## src/rtl/phsc_pkg.sv

```systemverilog
// Package for the polygon half-space clipper: shared types, constants and
// the queue entry that passes clip work from the front end to the back end.
// No dependencies.
`timescale 1ns / 1ps

package phsc_pkg;

    localparam int FRACTION_BITS = 16;
    localparam int T_BITS        = 30;
    localparam int DIST_W        = 34;
    localparam int CNT_W         = 12;
    localparam int MIN_KEPT      = 3;
    localparam int MAX_POLYGON_POINTS = 2048;
    localparam int COUNT_CAP     = (MAX_POLYGON_POINTS < 4095) ? MAX_POLYGON_POINTS : 4095;

    // register indexes on the configuration port
    localparam logic [2:0] REG_ORIGIN_X  = 3'd0;
    localparam logic [2:0] REG_ORIGIN_Y  = 3'd1;
    localparam logic [2:0] REG_ORIGIN_Z  = 3'd2;
    localparam logic [2:0] REG_INWARD_X  = 3'd3;
    localparam logic [2:0] REG_INWARD_Y  = 3'd4;
    localparam logic [2:0] REG_INWARD_Z  = 3'd5;
    localparam logic [2:0] REG_OFFSET    = 3'd6;
    localparam logic [2:0] REG_TOLERANCE = 3'd7;

    // result kinds on tuser
    localparam logic ITEM_POINT  = 1'b0;
    localparam logic ITEM_STATUS = 1'b1;

    typedef logic [2:0][31:0] vec3_t;

    typedef struct packed {
        logic [2:0][31:0] origin;
        logic [2:0][17:0] inward;
        logic [31:0]      offset;
        logic [15:0]      tol;
    } cfg_t;

    typedef enum logic [1:0] {
        OP_POINT,
        OP_CROSS,
        OP_STATUS
    } op_kind_t;

    // one unit of work for the back end
    typedef struct packed {
        op_kind_t         kind;
        vec3_t            a;
        vec3_t            b;
        logic [DIST_W-1:0] na;
        logic [DIST_W-1:0] nb;
        logic             few;
        logic [CNT_W-1:0] count;
        logic             last;
    } entry_t;

endpackage

```

## src/rtl/phsc_queue.sv

```systemverilog
// Two-entry queue between the clipper front end and back end.
// Depends on phsc_pkg (entry_t).
`timescale 1ns / 1ps

module phsc_queue
    import phsc_pkg::*;
(
    input  logic   clk,
    input  logic   rst_n,
    input  logic   push,
    input  entry_t push_entry,
    output logic   full,
    input  logic   pop,
    output entry_t head,
    output logic   empty
);

    entry_t     mem_reg [2];
    logic       wr_ptr_reg;
    logic       rd_ptr_reg;
    logic [1:0] cnt_reg;

    assign full  = (cnt_reg == 2'd2);
    assign empty = (cnt_reg == 2'd0);
    assign head  = mem_reg[rd_ptr_reg];

    // storage
    always_ff @(posedge clk)
    begin
        if (push)
        begin
            mem_reg[wr_ptr_reg] <= push_entry;
        end
    end

    // pointers and fill count
    always_ff @(posedge clk or negedge rst_n)
    begin
        if (!rst_n)
        begin
            wr_ptr_reg <= 1'b0;
            rd_ptr_reg <= 1'b0;
            cnt_reg    <= 2'd0;
        end
        else
        begin
            if (push)
            begin
                wr_ptr_reg <= ~wr_ptr_reg;
            end
            if (pop)
            begin
                rd_ptr_reg <= ~rd_ptr_reg;
            end
            if (push && !pop)
            begin
                cnt_reg <= cnt_reg + 2'd1;
            end
            else if (pop && !push)
            begin
                cnt_reg <= cnt_reg - 2'd1;
            end
        end
    end

    a_no_overflow: assert property (@(posedge clk) disable iff (!rst_n)
        !(push && full))
        else $error("queue push while full");

    a_no_underflow: assert property (@(posedge clk) disable iff (!rst_n)
        !(pop && empty))
        else $error("queue pop while empty");

    a_count_range: assert property (@(posedge clk) disable iff (!rst_n)
        cnt_reg != 2'd3)
        else $error("queue count out of range");

    a_ptr_match: assert property (@(posedge clk) disable iff (!rst_n)
        empty |-> (wr_ptr_reg == rd_ptr_reg))
        else $error("queue pointers disagree with count");

endmodule

```

## config.mk

```make
export PLATFORM = sky130hd
export DESIGN_NAME = phsc_queue
export DESIGN_NICKNAME = d
export VERILOG_FILES = /design/src/rtl/phsc_pkg.sv /design/src/rtl/phsc_queue.sv
export SDC_FILE = /design/constraint.sdc
export NUM_CORES = 1
export LEC_CHECK = 0
export CAP_MARGIN = 20
export CORE_AREA = 2 2 215 217
export DETAILED_ROUTE_END_ITERATION = 10
export DIE_AREA = 0 0 217 219
export DONT_BUFFER_PORTS = 1
export SYNTH_ARGS = -nofsm -noshare
export SYNTH_HDL_FRONTEND = slang
export SYNTH_SLANG_ARGS = --single-unit
```

## constraint.sdc

```tcl
create_clock -name clk -period 18 [get_ports clk]
set_clock_uncertainty 0.2 [all_clocks]
set_input_delay 1.8 -clock clk [delete_from_list [all_inputs] [get_ports clk]]
set_output_delay 1.8 -clock clk [all_outputs]
set_load 0.05 [all_outputs]
```

==> metrics <==
status=finished clean; final hold vios=0; fraction of layout cells with a size suffix above 1=between 30 and 40%; H-tree Lvls=2; via density per instance=between 5 and 6; Clock Pin Slew Worst Setup and Hold Paths=~0.060 ns; Reg area=roughly 17,000 µm²; drt first pass iters=4; Crit path buffers/inverters=2; core footprint=about 45,000 µm²; RSZ-0062 raised after global routing=no; antenna violations before repair=0; Clock Tree Root=clkbuf_16; Die Y=about 220 µm; CTS tree=done; CTS Buffer Depth=3; Final nets=around 1.2k; Switch Pwr=1.930 mW; post-route insts no fill=around 1.6k; Vias=approximately 8.2k; Cell Int Power=about 2.9 mW; area delta synth->final=11.41%; critical path cell sequence=buf_4 > buf_4 > mux2_4; Leak=8.305 nW; DRT antenna net count=0; DRC=0; I/O Buffers=0; All-Layer GR Usage=between 10% and 20%; MaxCap Viol Count=0; Max Slew Vio Count=0; Cells after DPL=1,454; CP endpoint kind=output port; CP peak stage delay=between 0.9 and 1 ns; ranking of synthesized cells by area=edfxtp_1 79%, mux2_4 16%, mux2_2 2.5%; Least-Margin Pin Slew=1.077 ns; Initial Util=around 47%; Skew-Pair Late Insertion Delay=0.58 ns; CP Launch Type=register; CP dominant cell by count=buf_4; register bit total from synthesis=556; switching share of power=between 40 and 50%; first-pass GRT wire length=a little under 60,000 µm; Pwr Density=between 200 and 250 nW/µm²; CTS Hold Bufs=0; clock network power share=23.4%; dpl hpwl=roughly 29,000 µm; Comb power frac=about 39%; DIE AREA=roughly 48,000 µm²; total wire length=42,330 µm; leading area contributor after synthesis=edfxtp_1; Crit Path Max Fanout=52; syn nets=1,156; Iteration-0 DRC Markers=554; Worst VDD drop=117.7 µV; routed len/inst=between 20 and 30 µm; Tcrit/Tclk final=between 30% and 40%; Synth cell types=13; die width=between 200 and 250 µm; vias in the first global route=between 8k and 9k; num rows=~80; Rel. slew slack=27.94%; ANT cells=0; Synth Instances=875; CP required=about 16 ns; fillers=approximately 3.6k; Post-Syn Area=between 20,000 and 25,000 µm²; # setup viols final=0; yosys warns=0; GPL Wtd Cong=between 0.8 and 0.9; Sink Count=556; Multi-input gate area=between 4000 and 5000 µm²; FF-to-FF Start=wr_ptr_reg; hold wc startpoint=cnt_reg[1]; TritonCTS Buffers=between 50 and 60; Final TNS setup=0 ns; Flop pwr share=about 37%; Crit-path slowest cell=dfrtp_4; delay-heaviest family, CP=buffers and inverters; largest net degree at the start of global routing=roughly 130; post-CTS setup buffers=0; syn_area_per_cell=roughly 24 µm²; post-CTS resize count=0; Overflow after GRT=0; area share of the largest cell type after synthesis=between 70% and 80%; kind of critical path=reg -> out; Final min period=between 5 and 6 ns; Largest register FFs=552; CP arrival=3.80 ns; Critical Path Source=rd_ptr_reg; register area share after synthesis=79.19%; Max Fclk=roughly 0.17 GHz; worst hold path type=reg -> reg; Top Ports=~560
==> worst reg2reg max path: cells and delay by family (launching register included) <==
| kind | cells | cell delay, ns |
|---|---|---|
| DFF | 1 | 0.43 |
| buffers and inverters | 3 | 1.44 |
| and+or+nand+nor | 1 | 0.75 |
==> metrics by stage <==
stage / power (mW) / setup slack, ns / hold WS [ns] / area [µm²] / utilization (%)
2_1_floorplan: 3.645 / 3.179 / 0.2555 / 21060 / -
3_3_place_gp: 3.724 / 12.83 / 0.2804 / 21590 / 47.87
3_5_place_dp: 3.735 / 12.76 / 0.2835 / 21590 / 47.87
4_1_cts: 4.866 / 12.12 / 0.2988 / 23390 / 51.87
5_1_grt: 4.971 / 11.98 / 0.3138 / 23460 / 52.03
6_report: 4.818 / 12.20 / 0.2950 / 23460 / 52.03
==> metal layers <==
| layer | wire, µm | vias to the layer above | global-route usage, % |
|---|---|---|---|
| li1 | - | 3565 | - |
| met1 | 13510 | 4145 | 16.42 |
| met2 | 21230 | 416 | 28.91 |
| met3 | 6245 | 78 | 10.69 |
| met4 | 1346 | 0 | 6.575 |
| met5 | 0 | - | 0 |
==> cell usage after synthesis <==
library cell	n
and2_1	1
buf_2	4
buf_6	27
dfrtp_1	4
edfxtp_1	552
ha_1	1
inv_1	1
mux2_2	46
mux2_4	230
nor2_1	2
nor2b_1	2
xnor2_1	1
xor2_1	4
==> area by class of cell <==
cell class / instances / share of cell area, %
Clock buffer: 66 / 6.224
Clock inverter: 32 / 1.451
Timing Repair Buffer: 13 / 0.6933
Inverter: 1 / 0.01600
Multi-Input combinational cell: 287 / 17.32
Sequential cell: 556 / 71.09
Tap cell: 600 / 3.200
==> logic make-up after synthesis <==
logic type    share of synthesized area (%)
xor+xnor                             0.2080
flops                                 79.19
buf+inv                               1.557
fa+ha+maj                           0.05941
mux                                   18.86
simple gates                         0.1248
==> placed cells by master (no fill, tap or decap) <==
cell          n
dfrtp_1       3
dfrtp_4       1
clkbuf_16    57
clkbuf_1      9
inv_1         1
bufinv_16     7
and2_4        1
nor2_1        2
xor2_1        4
nor2b_4       1
inv_6         1
edfxtp_1    552
clkinv_1      9
mux2_4      230
mux2_2       46
nor2b_1       1
ha_1          1
buf_16        2
xnor2_1       1
clkinv_2     10
clkinvlp_4    5
buf_4         9
buf_12        2
==> final timing paths <==
| path | endpoint | slack (ns) | cells after the start |
|---|---|---|---|
| min | cnt_reg[1] | 0.29 | 1 |
| min reg2reg | cnt_reg[1] | 0.29 | 1 |
| max in group asynchronous | rd_ptr_reg | 16.82 | 0 |
| max reg2reg | mem_reg[0][48] | 14.79 | 4 |
| min in group asynchronous | cnt_reg[1] | 0.70 | 0 |
| max | head[148] | 12.20 | 3 |
==> power groups by stage <==
stage          registers (mW)  clock network (mW)  logic [mW]
6_report                 1.80                1.13        1.89
5_1_grt                  1.83                1.20        1.94
4_1_cts                  1.81                1.16        1.90
3_5_place_dp             1.84                   0        1.90
3_3_place_gp             1.83                   0        1.89
2_1_floorplan            1.89                   0        1.75
No activity file was read; power rests on OpenSTA's default activity.
