## src/rtl/phsc_pkg.sv

```systemverilog
// Package for the polygon half-space clipper: shared types, constants and
// the queue entry that passes clip work from the front end to the back end.
// No dependencies.
`timescale 1ns / 1ps

package phsc_pkg;

    localparam int FRACTION_BITS = 16;
    localparam int T_BITS        = 30;
    localparam int DIST_W        = 34;
    localparam int CNT_W         = 12;
    localparam int MIN_KEPT      = 3;
    localparam int MAX_POLYGON_POINTS = 2048;
    localparam int COUNT_CAP     = (MAX_POLYGON_POINTS < 4095) ? MAX_POLYGON_POINTS : 4095;

    // register indexes on the configuration port
    localparam logic [2:0] REG_ORIGIN_X  = 3'd0;
    localparam logic [2:0] REG_ORIGIN_Y  = 3'd1;
    localparam logic [2:0] REG_ORIGIN_Z  = 3'd2;
    localparam logic [2:0] REG_INWARD_X  = 3'd3;
    localparam logic [2:0] REG_INWARD_Y  = 3'd4;
    localparam logic [2:0] REG_INWARD_Z  = 3'd5;
    localparam logic [2:0] REG_OFFSET    = 3'd6;
    localparam logic [2:0] REG_TOLERANCE = 3'd7;

    // result kinds on tuser
    localparam logic ITEM_POINT  = 1'b0;
    localparam logic ITEM_STATUS = 1'b1;

    typedef logic [2:0][31:0] vec3_t;

    typedef struct packed {
        logic [2:0][31:0] origin;
        logic [2:0][17:0] inward;
        logic [31:0]      offset;
        logic [15:0]      tol;
    } cfg_t;

    typedef enum logic [1:0] {
        OP_POINT,
        OP_CROSS,
        OP_STATUS
    } op_kind_t;

    // one unit of work for the back end
    typedef struct packed {
        op_kind_t         kind;
        vec3_t            a;
        vec3_t            b;
        logic [DIST_W-1:0] na;
        logic [DIST_W-1:0] nb;
        logic             few;
        logic [CNT_W-1:0] count;
        logic             last;
    } entry_t;

endpackage

```

## src/rtl/phsc_back.sv

```systemverilog
// Clipper back end: drains queued work, runs the crossing divide and
// interpolation, and holds the output register.
// Depends on phsc_pkg.
`timescale 1ns / 1ps

module phsc_back
    import phsc_pkg::*;
(
    input  logic          clk,
    input  logic          rst_n,
    input  logic          q_empty,
    input  entry_t        q_head,
    output logic          q_pop,
    output logic          m_tvalid,
    input  logic          m_tready,
    output logic [111:0]  m_tdata,
    output logic          m_tuser,
    output logic          m_tlast
);

    typedef enum logic [1:0] {
        B_IDLE,
        B_DIV,
        B_MUL,
        B_PUT
    } bstate_t;

    bstate_t              state_reg;
    vec3_t                a_reg;
    vec3_t                b_reg;
    logic [DIST_W:0]      den_reg;
    logic [DIST_W:0]      rem_reg;
    logic [T_BITS-1:0]    quo_reg;
    logic [4:0]           dcnt_reg;
    logic [1:0]           mcnt_reg;
    logic [61:0]          prod_reg;
    vec3_t                res_reg;
    logic                 last_reg;
    logic                 out_valid_reg;
    vec3_t                out_pt_reg;
    logic                 out_kind_reg;
    logic                 out_few_reg;
    logic [CNT_W-1:0]     out_cnt_reg;
    logic                 out_last_reg;

    logic out_free;
    assign out_free = !out_valid_reg || m_tready;

    // restoring divide step
    logic [DIST_W+1:0] rem2;
    logic              fits;
    assign rem2 = {rem_reg, 1'b0};
    assign fits = rem2 >= {1'b0, den_reg};

    // coordinate difference for the product now issued and the one finishing
    logic [1:0]         pidx;
    logic [1:0]         ridx;
    logic signed [32:0] pdiff;
    logic signed [32:0] rdiff;
    logic [31:0]        pmag;
    logic [62:0]        rounded;
    logic [31:0]        off;
    assign pidx  = (mcnt_reg == 2'd3) ? 2'd2 : mcnt_reg;
    assign ridx  = (mcnt_reg == 2'd0) ? 2'd0 : (mcnt_reg - 2'd1);
    assign pdiff = $signed({b_reg[pidx][31], b_reg[pidx]})
                 - $signed({a_reg[pidx][31], a_reg[pidx]});
    assign rdiff = $signed({b_reg[ridx][31], b_reg[ridx]})
                 - $signed({a_reg[ridx][31], a_reg[ridx]});
    assign pmag  = pdiff[32] ? 32'(-pdiff) : 32'(pdiff);
    assign rounded = {1'b0, prod_reg} + (63'd1 << (T_BITS - 1));
    assign off     = rounded[T_BITS +: 32];

    assign q_pop = (state_reg == B_IDLE) && !q_empty
                 && ((q_head.kind == OP_CROSS) || out_free);

    // output register loads a new beat
    logic out_load;
    assign out_load = ((state_reg == B_IDLE) && q_pop && (q_head.kind != OP_CROSS))
                    || ((state_reg == B_PUT) && out_free);

    // work sequencer and output register
    always_ff @(posedge clk or negedge rst_n)
    begin
        if (!rst_n)
        begin
            state_reg     <= B_IDLE;
            out_valid_reg <= 1'b0;
            dcnt_reg      <= '0;
            mcnt_reg      <= '0;
        end
        else
        begin
            if (out_load)
            begin
                out_valid_reg <= 1'b1;
            end
            else if (m_tready)
            begin
                out_valid_reg <= 1'b0;
            end
            case (state_reg)
                B_IDLE:
                begin
                    if (q_pop)
                    begin
                        if (q_head.kind == OP_CROSS)
                        begin
                            a_reg     <= q_head.a;
                            b_reg     <= q_head.b;
                            den_reg   <= {1'b0, q_head.na} + {1'b0, q_head.nb};
                            rem_reg   <= {1'b0, q_head.na};
                            quo_reg   <= '0;
                            last_reg  <= q_head.last;
                            dcnt_reg  <= '0;
                            state_reg <= B_DIV;
                        end
                        else
                        begin
                            out_last_reg  <= q_head.last;
                            if (q_head.kind == OP_STATUS)
                            begin
                                out_pt_reg   <= '0;
                                out_kind_reg <= ITEM_STATUS;
                                out_few_reg  <= q_head.few;
                                out_cnt_reg  <= q_head.count;
                            end
                            else
                            begin
                                out_pt_reg   <= q_head.a;
                                out_kind_reg <= ITEM_POINT;
                                out_few_reg  <= 1'b0;
                                out_cnt_reg  <= '0;
                            end
                        end
                    end
                end
                B_DIV:
                begin
                    quo_reg <= {quo_reg[T_BITS-2:0], fits};
                    rem_reg <= fits ? (DIST_W+1)'(rem2 - {1'b0, den_reg})
                                    : rem2[DIST_W:0];
                    dcnt_reg <= dcnt_reg + 5'd1;
                    if (dcnt_reg == 5'(T_BITS - 1))
                    begin
                        mcnt_reg  <= 2'd0;
                        state_reg <= B_MUL;
                    end
                end
                B_MUL:
                begin
                    prod_reg <= 62'(pmag) * 62'(quo_reg);
                    if (mcnt_reg != 2'd0)
                    begin
                        res_reg[ridx] <= rdiff[32] ? (a_reg[ridx] - off)
                                                   : (a_reg[ridx] + off);
                    end
                    mcnt_reg <= mcnt_reg + 2'd1;
                    if (mcnt_reg == 2'd3)
                    begin
                        state_reg <= B_PUT;
                    end
                end
                B_PUT:
                begin
                    if (out_free)
                    begin
                        out_pt_reg    <= res_reg;
                        out_kind_reg  <= ITEM_POINT;
                        out_few_reg   <= 1'b0;
                        out_cnt_reg   <= '0;
                        out_last_reg  <= last_reg;
                        state_reg     <= B_IDLE;
                    end
                end
                default:
                begin
                    state_reg <= B_IDLE;
                end
            endcase
        end
    end

    assign m_tvalid = out_valid_reg;
    assign m_tdata  = {3'b000, out_cnt_reg, out_few_reg,
                       out_pt_reg[2], out_pt_reg[1], out_pt_reg[0]};
    assign m_tuser  = out_kind_reg;
    assign m_tlast  = out_last_reg;

    a_status_closes: assert property (@(posedge clk) disable iff (!rst_n)
        (m_tvalid && m_tuser == ITEM_STATUS) |-> m_tlast)
        else $error("status beat not last of run");

    a_few_flag: assert property (@(posedge clk) disable iff (!rst_n)
        (m_tvalid && m_tuser == ITEM_STATUS)
            |-> (out_few_reg == (out_cnt_reg < CNT_W'(MIN_KEPT))))
        else $error("too_few_points disagrees with count");

    a_point_clean: assert property (@(posedge clk) disable iff (!rst_n)
        (m_tvalid && m_tuser == ITEM_POINT) |-> (out_cnt_reg == '0 && !out_few_reg))
        else $error("point beat carries status fields");

endmodule

```

## config.mk

```make
export PLATFORM = sky130hd
export DESIGN_NAME = phsc_back
export DESIGN_NICKNAME = d
export VERILOG_FILES = /design/src/rtl/phsc_pkg.sv /design/src/rtl/phsc_back.sv
export SDC_FILE = /design/constraint.sdc
export NUM_CORES = 2
export LEC_CHECK = 0
export BUFFER_PORTS_ARGS = -buffer_cell sky130_fd_sc_hd__buf_2
export CAP_MARGIN = 5
export CORE_MARGIN = 2
export CORE_UTILIZATION = 64
export DETAILED_ROUTE_END_ITERATION = 10
export PLACE_DENSITY = 0.89
export SLEW_MARGIN = 15
export SYNTH_ARGS = -nofsm -noshare
export SYNTH_HDL_FRONTEND = slang
export SYNTH_SLANG_ARGS = --single-unit
```

## constraint.sdc

```tcl
create_clock -name clk -period 13.25 [get_ports clk]
set_input_delay 2.65 -clock clk [delete_from_list [all_inputs] [get_ports clk]]
set_output_delay 2.65 -clock clk [all_outputs]
set_load 0.01 [all_outputs]
```

==> summary.md <==
| Metric | Value |
|---|---|
| Reg clk slew, reported paths | `70 ps` |
| TritonRoute pass-1 iters | `9` |
| Global-route wire length before repair | `297000 µm` |
| Simple-Gate Fraction of Synth Area | `15.8%` |
| Avg Inst Size Synth | `9.54 µm²` |
| Skew-Pair Late Insertion Delay | `700 ps` |
| Share of cells above drive strength 1 | `11.2%` |
| Fin nets | `8545` |
| Horiz. Die Dim | `323 µm` |
| Area Growth Syn to Fin | `9.02%` |
| Fmax | `0.0777 GHz` |
| Worst EP arrival | `13270 ps` |
| Initial Util | `64.7%` |
| Clock tree root buffer cell | `clkbuf_16` |
| Max-Cap Viols | `0` |
| Final slew viol count | `0` |
| # DRC | `0` |
| DR vias/cell | `6.36` |
| Routed Antenna Nets | `0` |
| Period utilization | `97.2%` |
| CTS sink cnt | `543` |
| Crit path largest cell delay | `600 ps` |
| XOR/XNOR Fraction of Synth Area | `3.07%` |
| Worst Setup Path Type | `reg -> reg` |
| Crit end category | `register` |
| Synth Instances | `6813` |
| TritonCTS Buffers | `57` |
| Max-slew headroom | `18.4%` |
| WL per Instance | `22.7 µm` |
| Mux cell area share after synthesis | `2.17%` |
| Row count | `116` |
| Gr ovfl total | `0` |
| Largest family of logic cells by synthesized area | `adder cells` |
| CTS tree | `built` |
| Initial antenna violation count | `13` |
| EDFF count, synth | `533` |
| Final Setup Violations | `0` |
| Pin count of the biggest net entering global routing | `188` |
| Initial drt markers | `7128` |
| Clock skew | `79.3 ps` |
| Vias | `53.5k` |
| Adder-Cell Fraction of Synth Area | `34.0%` |
| Synth Area in Compound Gates | `11.4%` |
| Count of cell types in the netlist | `88` |
| Top post-synthesis cells by area | `fa_1, edfxtp_1, ha_1` |
| Buffers on Ports | `392` |
| Most frequent CP cell | `fa_1` |
| Async S/R FF share, synth | `1.84%` |
| Sequential area share after synthesis | `25.0%` |
| Die height | `323 µm` |
| Startpoint types | `register` |
| Critical Path RT | `13650 ps` |
| CTS Buffer Depth | `3` |
| Total GRT Usage | `36.6%` |
| Status | `finished clean` |
| Yosys reg bits | `543` |
| Synthesized area | `0.0650 mm²` |
| Yosys warnings | `0` |
| Crit path max fanout | `48` |
| Leading area contributor after synthesis | `fa_1` |
| Post-Route WL | `191000 µm` |
| Yosys top cell area share | `25.8%` |
| Placer Congestion | `1.01` |
| Hold crit path type | `reg -> reg` |
| Fin crit period | `12870 ps` |
| Hpwl dp | `144000 µm` |
| Hold Buf Count CTS | `0` |
| Worst path slowest cell | `dfrtp_4` |
| Final hold vios | `0` |
| Htree depth | `2` |
| Worst slew pin tran | `1220 ps` |
| Core Util, Final | `70.6%` |
| Die area | `0.104 mm²` |
| Core area | `0.100 mm²` |
| Ys flop type | `edfxtp_1` |
| Vias in the first global route | `54.6k` |
| IO Count | `396` |
-- placed cells by master (no fill, tap or decap), drive strengths merged, types with 124 or more instances in the layout --
cell type,netlist,layout
mux2i,124,124
nand3,190,190
xnor2,137,138
and2,440,440
ha,426,426
buf,37,552
nor2,237,237
inv,1031,1035
a21oi,276,276
fa,839,839
o21ai,192,192
edfxtp,533,533
a21o,138,138
nand2,737,737
-- final timing paths --
check | from | endpoint | slack (ps) | cells after the start
worst max-delay path | mcnt_reg[1]$_DFFE_PN0P_ | prod_reg[55]$_DFFE_PP_ | 380 | 41
worst min-delay path | res_reg[24]$_DFFE_PP_ | m_tdata[24]$_DFFE_PP_ | 520 | 1
worst max register to register | mcnt_reg[1]$_DFFE_PN0P_ | prod_reg[55]$_DFFE_PP_ | 380 | 41
worst min register to register | res_reg[24]$_DFFE_PP_ | m_tdata[24]$_DFFE_PP_ | 520 | 1
max in group asynchronous | rst_n | mcnt_reg[1]$_DFFE_PN0P_ | 11070 | 1
min in group asynchronous | rst_n | state_reg[0]$_DFFE_PN0P_ | 1890 | 1
-- final cells by class --
class                           count  area (µm²)
Multi-Input combinational cell   4814       43800
Fill cell                        7120       29500
Sequential cell                   543       16300
Inverter                         1031        3870
Timing Repair Buffer              553        3290
Tap cell                         1357        1700
Clock buffer                       61        1440
Clock inverter                     47         454
Antenna cell                        9        22.5
-- routing by layer --
metal  track usage, %  wire (µm)  vias up
li1                 -          -    23000
met1             46.4      67600    26100
met2             60.1      90800     3568
met3             6.77      20500      868
met4             19.5      12100        6
met5                0         35        -
-- cells in the mapped netlist (all sizes together), types with 98 or more instances --
master,count
inv,1031
nor3,100
a22o,98
nand4,119
and2,440
ha,426
nor2,237
o21ai,192
edfxtp,533
nand2,737
a21oi,276
clkbuf,392
xnor2,137
nand3,190
fa,839
a21o,138
mux2i,124
-- critical path: cells and delay by family, from the launching register on --
family          cells  cell delay, ps
mux                 1             210
simple gates        7            1500
compound gates     13            3370
buf+inv             8            1610
fa+ha+maj          11            5090
flops               1             600
xor+xnor            1             160
-- metrics by stage --
stage	hold WS [ps]	instance area, µm²	setup WS [ps]	instances	setup TNS (ps)
floorplan	505	65000	1320	6815	0
detailed placement	534	68600	106	8276	0
finish	516	70900	377	8415	0
global route	553	70900	-6.67	8415	-6.67
CTS	532	70500	40.8	8385	0
global placement	527	68600	412	8276	0
-- kinds of logic after synthesis --
group	Yosys count
buf+inv	1460
other cells	1
mux	139
flops	543
xor+xnor	228
simple gates	2069
fa+ha+maj	1265
compound gates	1108
-- timing repair --
item,in CTS,in global routing
resized for setup,1,34
cloned,1,1
pin swaps,0,6
buffers inserted,0,20
setup endpoints to repair,2,23
Power is not shown: default switching activity piles up to over one toggle a cycle in this logic, so the estimate is an artifact.
