==> src/rtl/phsc_pkg.sv <==
// Package for the polygon half-space clipper: shared types, constants and
// the queue entry that passes clip work from the front end to the back end.
// No dependencies.
`timescale 1ns / 1ps

package phsc_pkg;

    localparam int FRACTION_BITS = 16;
    localparam int T_BITS        = 30;
    localparam int DIST_W        = 34;
    localparam int CNT_W         = 12;
    localparam int MIN_KEPT      = 3;
    localparam int MAX_POLYGON_POINTS = 2048;
    localparam int COUNT_CAP     = (MAX_POLYGON_POINTS < 4095) ? MAX_POLYGON_POINTS : 4095;

    // register indexes on the configuration port
    localparam logic [2:0] REG_ORIGIN_X  = 3'd0;
    localparam logic [2:0] REG_ORIGIN_Y  = 3'd1;
    localparam logic [2:0] REG_ORIGIN_Z  = 3'd2;
    localparam logic [2:0] REG_INWARD_X  = 3'd3;
    localparam logic [2:0] REG_INWARD_Y  = 3'd4;
    localparam logic [2:0] REG_INWARD_Z  = 3'd5;
    localparam logic [2:0] REG_OFFSET    = 3'd6;
    localparam logic [2:0] REG_TOLERANCE = 3'd7;

    // result kinds on tuser
    localparam logic ITEM_POINT  = 1'b0;
    localparam logic ITEM_STATUS = 1'b1;

    typedef logic [2:0][31:0] vec3_t;

    typedef struct packed {
        logic [2:0][31:0] origin;
        logic [2:0][17:0] inward;
        logic [31:0]      offset;
        logic [15:0]      tol;
    } cfg_t;

    typedef enum logic [1:0] {
        OP_POINT,
        OP_CROSS,
        OP_STATUS
    } op_kind_t;

    // one unit of work for the back end
    typedef struct packed {
        op_kind_t         kind;
        vec3_t            a;
        vec3_t            b;
        logic [DIST_W-1:0] na;
        logic [DIST_W-1:0] nb;
        logic             few;
        logic [CNT_W-1:0] count;
        logic             last;
    } entry_t;

endpackage

==> src/rtl/phsc_front.sv <==
// Clipper front end: accepts vertices, computes the signed plane distance,
// classifies both edges and queues point, crossing and status work.
// Depends on phsc_pkg.
`timescale 1ns / 1ps

module phsc_front
    import phsc_pkg::*;
(
    input  logic        clk,
    input  logic        rst_n,
    input  cfg_t        cfg,
    input  logic        in_valid,
    output logic        in_ready,
    input  vec3_t       in_vertex,
    input  logic        in_closes,
    output logic        q_push,
    output entry_t      q_entry,
    input  logic        q_full
);

    typedef enum logic [2:0] {
        F_IDLE,
        F_MUL,
        F_DIST,
        F_CLASS,
        F_PUSH
    } fstate_t;

    fstate_t                  state_reg;
    vec3_t                    v_reg;
    logic                     closes_reg;
    logic [1:0]               mcnt_reg;
    logic signed [50:0]       prod_reg;
    logic signed [52:0]       acc_reg;
    logic signed [DIST_W-1:0] d_reg;
    vec3_t                    first_v_reg;
    logic signed [DIST_W-1:0] first_d_reg;
    vec3_t                    prev_v_reg;
    logic signed [DIST_W-1:0] prev_d_reg;
    logic                     have_first_reg;
    logic [CNT_W-1:0]         cnt_reg;
    vec3_t                    e1a_reg;
    logic signed [DIST_W-1:0] e1d_reg;
    vec3_t                    e2b_reg;
    logic signed [DIST_W-1:0] e2d_reg;
    logic [4:0]               mask_reg;
    logic [2:0]               step_reg;

    // keep test and strict band crossing, compared on 35 bits
    function automatic logic keep_f(logic signed [DIST_W-1:0] d, logic [15:0] tol);
        logic signed [DIST_W:0] ntol;
        ntol = -$signed({{(DIST_W-15){1'b0}}, tol});
        return $signed({d[DIST_W-1], d}) >= ntol;
    endfunction

    function automatic logic cross_f(logic signed [DIST_W-1:0] da,
                                     logic signed [DIST_W-1:0] db, logic [15:0] tol);
        logic signed [DIST_W:0] ptol;
        logic signed [DIST_W:0] ntol;
        logic signed [DIST_W:0] xa;
        logic signed [DIST_W:0] xb;
        ptol = $signed({{(DIST_W-15){1'b0}}, tol});
        ntol = -ptol;
        xa   = $signed({da[DIST_W-1], da});
        xb   = $signed({db[DIST_W-1], db});
        return ((xa > ptol) && (xb < ntol)) || ((xa < ntol) && (xb > ptol));
    endfunction

    function automatic logic [DIST_W-1:0] abs_f(logic signed [DIST_W-1:0] d);
        return d[DIST_W-1] ? DIST_W'(-d) : DIST_W'(d);
    endfunction

    // one dot product term per cycle
    logic [1:0]         midx;
    logic signed [32:0] diff;
    logic signed [17:0] inw;
    assign midx = (mcnt_reg == 2'd3) ? 2'd2 : mcnt_reg;
    assign diff = $signed({v_reg[midx][31], v_reg[midx]})
                - $signed({cfg.origin[midx][31], cfg.origin[midx]});
    assign inw  = $signed(cfg.inward[midx]);

    // floor shift, offset, saturate
    logic signed [37:0] q_full_w;
    logic signed [DIST_W-1:0] d_sat;
    assign q_full_w = $signed({acc_reg[52], acc_reg[52:FRACTION_BITS]})
                    - $signed({{6{cfg.offset[31]}}, cfg.offset});
    always_comb
    begin
        if (q_full_w > 38'sh1_FFFF_FFFF)
        begin
            d_sat = {1'b0, {(DIST_W-1){1'b1}}};
        end
        else if (q_full_w < -38'sh2_0000_0000)
        begin
            d_sat = {1'b1, {(DIST_W-1){1'b0}}};
        end
        else
        begin
            d_sat = q_full_w[DIST_W-1:0];
        end
    end

    // edge classification
    vec3_t                    bfirst;
    logic signed [DIST_W-1:0] bfirst_d;
    logic [4:0]               mask_next;
    assign bfirst   = have_first_reg ? first_v_reg : v_reg;
    assign bfirst_d = have_first_reg ? first_d_reg : d_reg;
    assign mask_next[0] = have_first_reg && keep_f(prev_d_reg, cfg.tol);
    assign mask_next[1] = have_first_reg && cross_f(prev_d_reg, d_reg, cfg.tol);
    assign mask_next[2] = closes_reg && keep_f(d_reg, cfg.tol);
    assign mask_next[3] = closes_reg && cross_f(d_reg, bfirst_d, cfg.tol);
    assign mask_next[4] = closes_reg;

    // work entry for the current step; last when no later step is pending
    logic more;
    always_comb
    begin
        more = 1'b0;
        for (int j = 0; j < 5; j++)
        begin
            if ((3'(j) > step_reg) && mask_reg[j])
            begin
                more = 1'b1;
            end
        end
    end

    always_comb
    begin
        q_entry       = '0;
        q_entry.last  = !more;
        q_entry.few   = (cnt_reg < CNT_W'(MIN_KEPT));
        q_entry.count = cnt_reg;
        case (step_reg)
            3'd0:
            begin
                q_entry.kind = OP_POINT;
                q_entry.a    = e1a_reg;
            end
            3'd1:
            begin
                q_entry.kind = OP_CROSS;
                q_entry.a    = e1a_reg;
                q_entry.b    = v_reg;
                q_entry.na   = abs_f(e1d_reg);
                q_entry.nb   = abs_f(d_reg);
            end
            3'd2:
            begin
                q_entry.kind = OP_POINT;
                q_entry.a    = v_reg;
            end
            3'd3:
            begin
                q_entry.kind = OP_CROSS;
                q_entry.a    = v_reg;
                q_entry.b    = e2b_reg;
                q_entry.na   = abs_f(d_reg);
                q_entry.nb   = abs_f(e2d_reg);
            end
            default:
            begin
                q_entry.kind = OP_STATUS;
            end
        endcase
    end

    logic advance;
    assign in_ready = (state_reg == F_IDLE);
    assign q_push   = (state_reg == F_PUSH) && mask_reg[step_reg] && !q_full;
    assign advance  = (state_reg == F_PUSH) && (!mask_reg[step_reg] || !q_full);

    // sequencer
    always_ff @(posedge clk or negedge rst_n)
    begin
        if (!rst_n)
        begin
            state_reg      <= F_IDLE;
            have_first_reg <= 1'b0;
            cnt_reg        <= '0;
            first_v_reg    <= '0;
            first_d_reg    <= '0;
            prev_v_reg     <= '0;
            prev_d_reg     <= '0;
            mcnt_reg       <= '0;
            step_reg       <= '0;
            mask_reg       <= '0;
        end
        else
        begin
            case (state_reg)
                F_IDLE:
                begin
                    if (in_valid)
                    begin
                        v_reg      <= in_vertex;
                        closes_reg <= in_closes;
                        acc_reg    <= '0;
                        mcnt_reg   <= 2'd0;
                        state_reg  <= F_MUL;
                    end
                end
                F_MUL:
                begin
                    prod_reg <= diff * inw;
                    if (mcnt_reg != 2'd0)
                    begin
                        acc_reg <= acc_reg + 53'(prod_reg);
                    end
                    mcnt_reg <= mcnt_reg + 2'd1;
                    if (mcnt_reg == 2'd3)
                    begin
                        state_reg <= F_DIST;
                    end
                end
                F_DIST:
                begin
                    d_reg     <= d_sat;
                    state_reg <= F_CLASS;
                end
                F_CLASS:
                begin
                    e1a_reg  <= prev_v_reg;
                    e1d_reg  <= prev_d_reg;
                    e2b_reg  <= bfirst;
                    e2d_reg  <= bfirst_d;
                    mask_reg <= mask_next;
                    step_reg <= 3'd0;
                    if (!have_first_reg)
                    begin
                        first_v_reg <= v_reg;
                        first_d_reg <= d_reg;
                    end
                    prev_v_reg     <= v_reg;
                    prev_d_reg     <= d_reg;
                    have_first_reg <= !closes_reg;
                    state_reg      <= F_PUSH;
                end
                F_PUSH:
                begin
                    if (q_push)
                    begin
                        if (step_reg == 3'd4)
                        begin
                            cnt_reg <= '0;
                        end
                        else if (cnt_reg < CNT_W'(COUNT_CAP))
                        begin
                            cnt_reg <= cnt_reg + CNT_W'(1);
                        end
                    end
                    if (advance)
                    begin
                        step_reg <= step_reg + 3'd1;
                        if (step_reg == 3'd4)
                        begin
                            state_reg <= F_IDLE;
                        end
                    end
                end
                default:
                begin
                    state_reg <= F_IDLE;
                end
            endcase
        end
    end

endmodule

==> config.mk <==
export PLATFORM = sky130hd
export DESIGN_NAME = phsc_front
export DESIGN_NICKNAME = d
export VERILOG_FILES = /design/src/rtl/phsc_pkg.sv /design/src/rtl/phsc_front.sv
export SDC_FILE = /design/constraint.sdc
export NUM_CORES = 2
export LEC_CHECK = 0
export BUFFER_PORTS_ARGS = -buffer_cell sky130_fd_sc_hd__buf_2
export CAP_MARGIN = 20
export CORE_MARGIN = 2
export CORE_UTILIZATION = 30
export DETAILED_ROUTE_END_ITERATION = 8
export HOLD_SLACK_MARGIN = 0.02
export SLEW_MARGIN = 20
export SYNTH_ARGS = -nofsm -noshare
export SYNTH_HDL_FRONTEND = slang
export SYNTH_SLANG_ARGS = --single-unit
export TNS_END_PERCENT = 100
==> constraint.sdc <==
create_clock -name clk -period 16.55 [get_ports clk]
set_input_delay 1.655 -clock clk [delete_from_list [all_inputs] [get_ports clk]]
set_output_delay 1.655 -clock clk [all_outputs]
set_load 0.01 [all_outputs]
==> results.py <==
metrics = {
    "status": {
        "status": "completed",
    },
    "synthesis": {
        "synth_nets": 8314,
        "ys_types": 79,
        "synth_area_leader_cell": "edfxtp_1",
        "synth-seq-cells": 781,
        "synth_seq_area_share": 0.332,
        "synthFlopType": "edfxtp_1",
        "netlist_instances": 7036,
        "netlist_area_um2": 66400,
        "synth_edf_count": 495,
        "synthArstFlopShare": 0.366,
        "synth.avg_cell_area_um2": 9.43,
        "synth.area.top_cells": "edfxtp_1, fa_1, dfrtp_1",
        "yosysWarnings": 0,
        "synth_top_area_frac": 0.224,
    },
    "critical_path": {
        "reg2reg_depth": 40,
        "cp.required_ns": 16.99,
        "critical_path.slowest_cell": "buf_4",
        "max_stage_delay_ns": 0.70,
        "critPathCaptureType": "flop",
        "critical_path.startpoint": "mcnt_reg[0]",
        "r2r-start": "mcnt_reg[0]",
        "critical_path_arrival_ns": 12.66,
        "critical_path_class": "flop to flop",
        "startpoint_type": "flop",
        "reg2reg_setup_slack_ns": 4.33,
        "r2r-end": "prod_reg[46]",
        "worst_path_most_repeated_cell": "fa_1",
        "endpoint": "prod_reg[46]",
        "crit_fanout": 69,
    },
    "clock_tree": {
        "postCtsHoldBufs": 0,
        "cts_setup_buffers": 0,
        "htree_levels": 3,
        "clk_latency_ns": 0.72,
        "cts_resized": 0,
        "path_clk_slew_ns": 0.06,
        "cts.root.buffer_cell": "clkbuf_16",
        "cts_buffers": 89,
        "cts_tree": "yes",
        "clock-sinks": 781,
        "clockBufferDepth": 3,
    },
    "floorplanning": {
        "core-area_um2": 220000,
        "num_rows": 172,
        "die_y_um": 474,
        "die_area_um2": 225000,
        "die_w_um": 474,
        "ioPinCount": 577,
        "start_util": 0.302,
    },
    "global_route": {
        "antenna_found_initial": 17,
        "grt_use_total": 0.207,
        "grt_overflow": 0,
        "grt_max_degree": 176,
        "grt_pass1_vias": 54500,
        "grt_pass1_wl_mm": 353,
    },
    "layout": {
        "syn_to_final_growth_pct": 14.1,
        "drive_gt1_frac": 0.136,
        "final_common_cell": "nand2_1",
        "seq_area_um2": 22000,
        "mostFrequentLayoutCells": "nand2_1, inv_1, buf_2",
        "fillerInstances": 22400,
        "finalNetCount": 8725,
        "multi_input_area_um2": 40600,
    },
    "drt": {
        "drtPass1Iterations": 6,
        "ant_nets": 0,
        "via_count": 54600,
        "wire_per_inst_um": 22.5,
        "drc_errors": 0,
        "dr.first_iter.drc_count": 5477,
        "routed_via_density": 5.21,
        "totalWireLength_mm": 236,
    },
    "sta": {
        "maxSlewHeadroom": 0.186,
        "period_needed_ns": 12.22,
        "rsz0062_at_grt": "false",
        "fmax_ghz": 0.0819,
        "slew_viol_final": 0,
        "finClkSkew_ns": 0.0615,
        "setup_viol": 0,
        "worstMarginPinSlew_ns": 1.22,
        "fin_crit_sh": 0.738,
        "fin_setup_tns_ns": 0,
        "hold_viol_final": 0,
    },
    "place": {
        "port_buffers": 576,
        "finalWeightedCongestion": 0.934,
        "hpwl_mm": 182,
    },
    "worst_hold_path": {
        "hold_class": "flop to flop",
    },
    "job": {
        "cap_viol_max_count": 0,
    },
}
==> critical path: cells and delay by family (launching register included) <==
family,cells,cell delay [ns]
AO/OA/AOI/OAI,14,4.08
XOR/XNOR,1,0.10
adder cells (fa/ha/maj),10,4.30
buffers and inverters,9,1.78
flip-flops,1,0.46
multiplexers,1,0.17
AND/OR/NAND/NOR,5,0.98
==> stage by stage <==
step	instances	worst slack [ns]	area, um^2	utilization	hold slack, ns
floorplan	7036	5.68	66400	-	0.425
global placement	10300	4.77	72600	0.330	0.428
detailed placement	10300	4.60	72600	0.331	0.432
CTS	10500	4.57	75700	0.344	0.438
global route	10500	3.46	75700	0.345	0.452
finish	10500	4.33	75700	0.345	0.442
==> layer usage <==
layer  GRT usage  vias to the layer above  share of wire
li1            -                    24700              -
met1       0.283                    27100           0.43
met2       0.324                     2428           0.45
met3      0.0404                      417          0.086
met4      0.0774                        0          0.038
met5           0                        -              0
==> cell usage after synthesis, types with 36 or more instances <==
master    instances
nand2_1        1406
inv_1           707
fa_1            572
nor2_1          518
edfxtp_1        495
ha_1            407
clkbuf_1        322
dfrtp_1         286
a21oi_1         278
o21ai_0         203
xnor2_1         167
mux2i_1         148
a21o_1          140
mux2_2          126
a31oi_1         117
a22o_1           99
xor2_1           96
nand3_1          82
a211oi_1         75
nor3_1           72
and3_1           62
nand4_1          57
nand2b_1         45
nor4_1           45
and2_1           42
o21a_1           36
==> worst min path at each step <==
stage / endpoint / startpoint / cells past startpoint
2_1_floorplan: e1a_reg[0] / prev_v_reg[0] / 0
3_3_place_gp: e1a_reg[72] / prev_v_reg[72] / 0
3_5_place_dp: e1a_reg[95] / prev_v_reg[95] / 0
4_1_cts: e1a_reg[48] / prev_v_reg[48] / 0
5_1_grt: e1a_reg[28] / prev_v_reg[28] / 0
6_report: e1a_reg[28] / prev_v_reg[28] / 0
==> kinds of logic (layout without fill, tap and decap cells) <==
group | Yosys count | after routing | share of synthesized area
fa+ha+maj | 979 | 979 | 0.249
flops | 781 | 781 | 0.332
compound gates | 1200 | 1200 | 0.121
simple gates | 2472 | 2472 | 0.160
mux | 274 | 274 | 0.0437
buf+inv | 1067 | 1553 | 0.0604
other cells | 0 | 9 | 0
xor+xnor | 263 | 263 | 0.0347
==> final cells by class <==
class                   count  area share
inverters                 709      0.0352
well taps                2958      0.0489
repair buffers            678      0.0490
clock inverters            50     0.00841
clock buffers             116      0.0320
diodes                      9    0.000297
flip-flops and latches    781       0.291
multi-input cells        5188       0.535
Power is not shown: default switching activity piles up to over one toggle a cycle in this logic, so the estimate is an artifact.
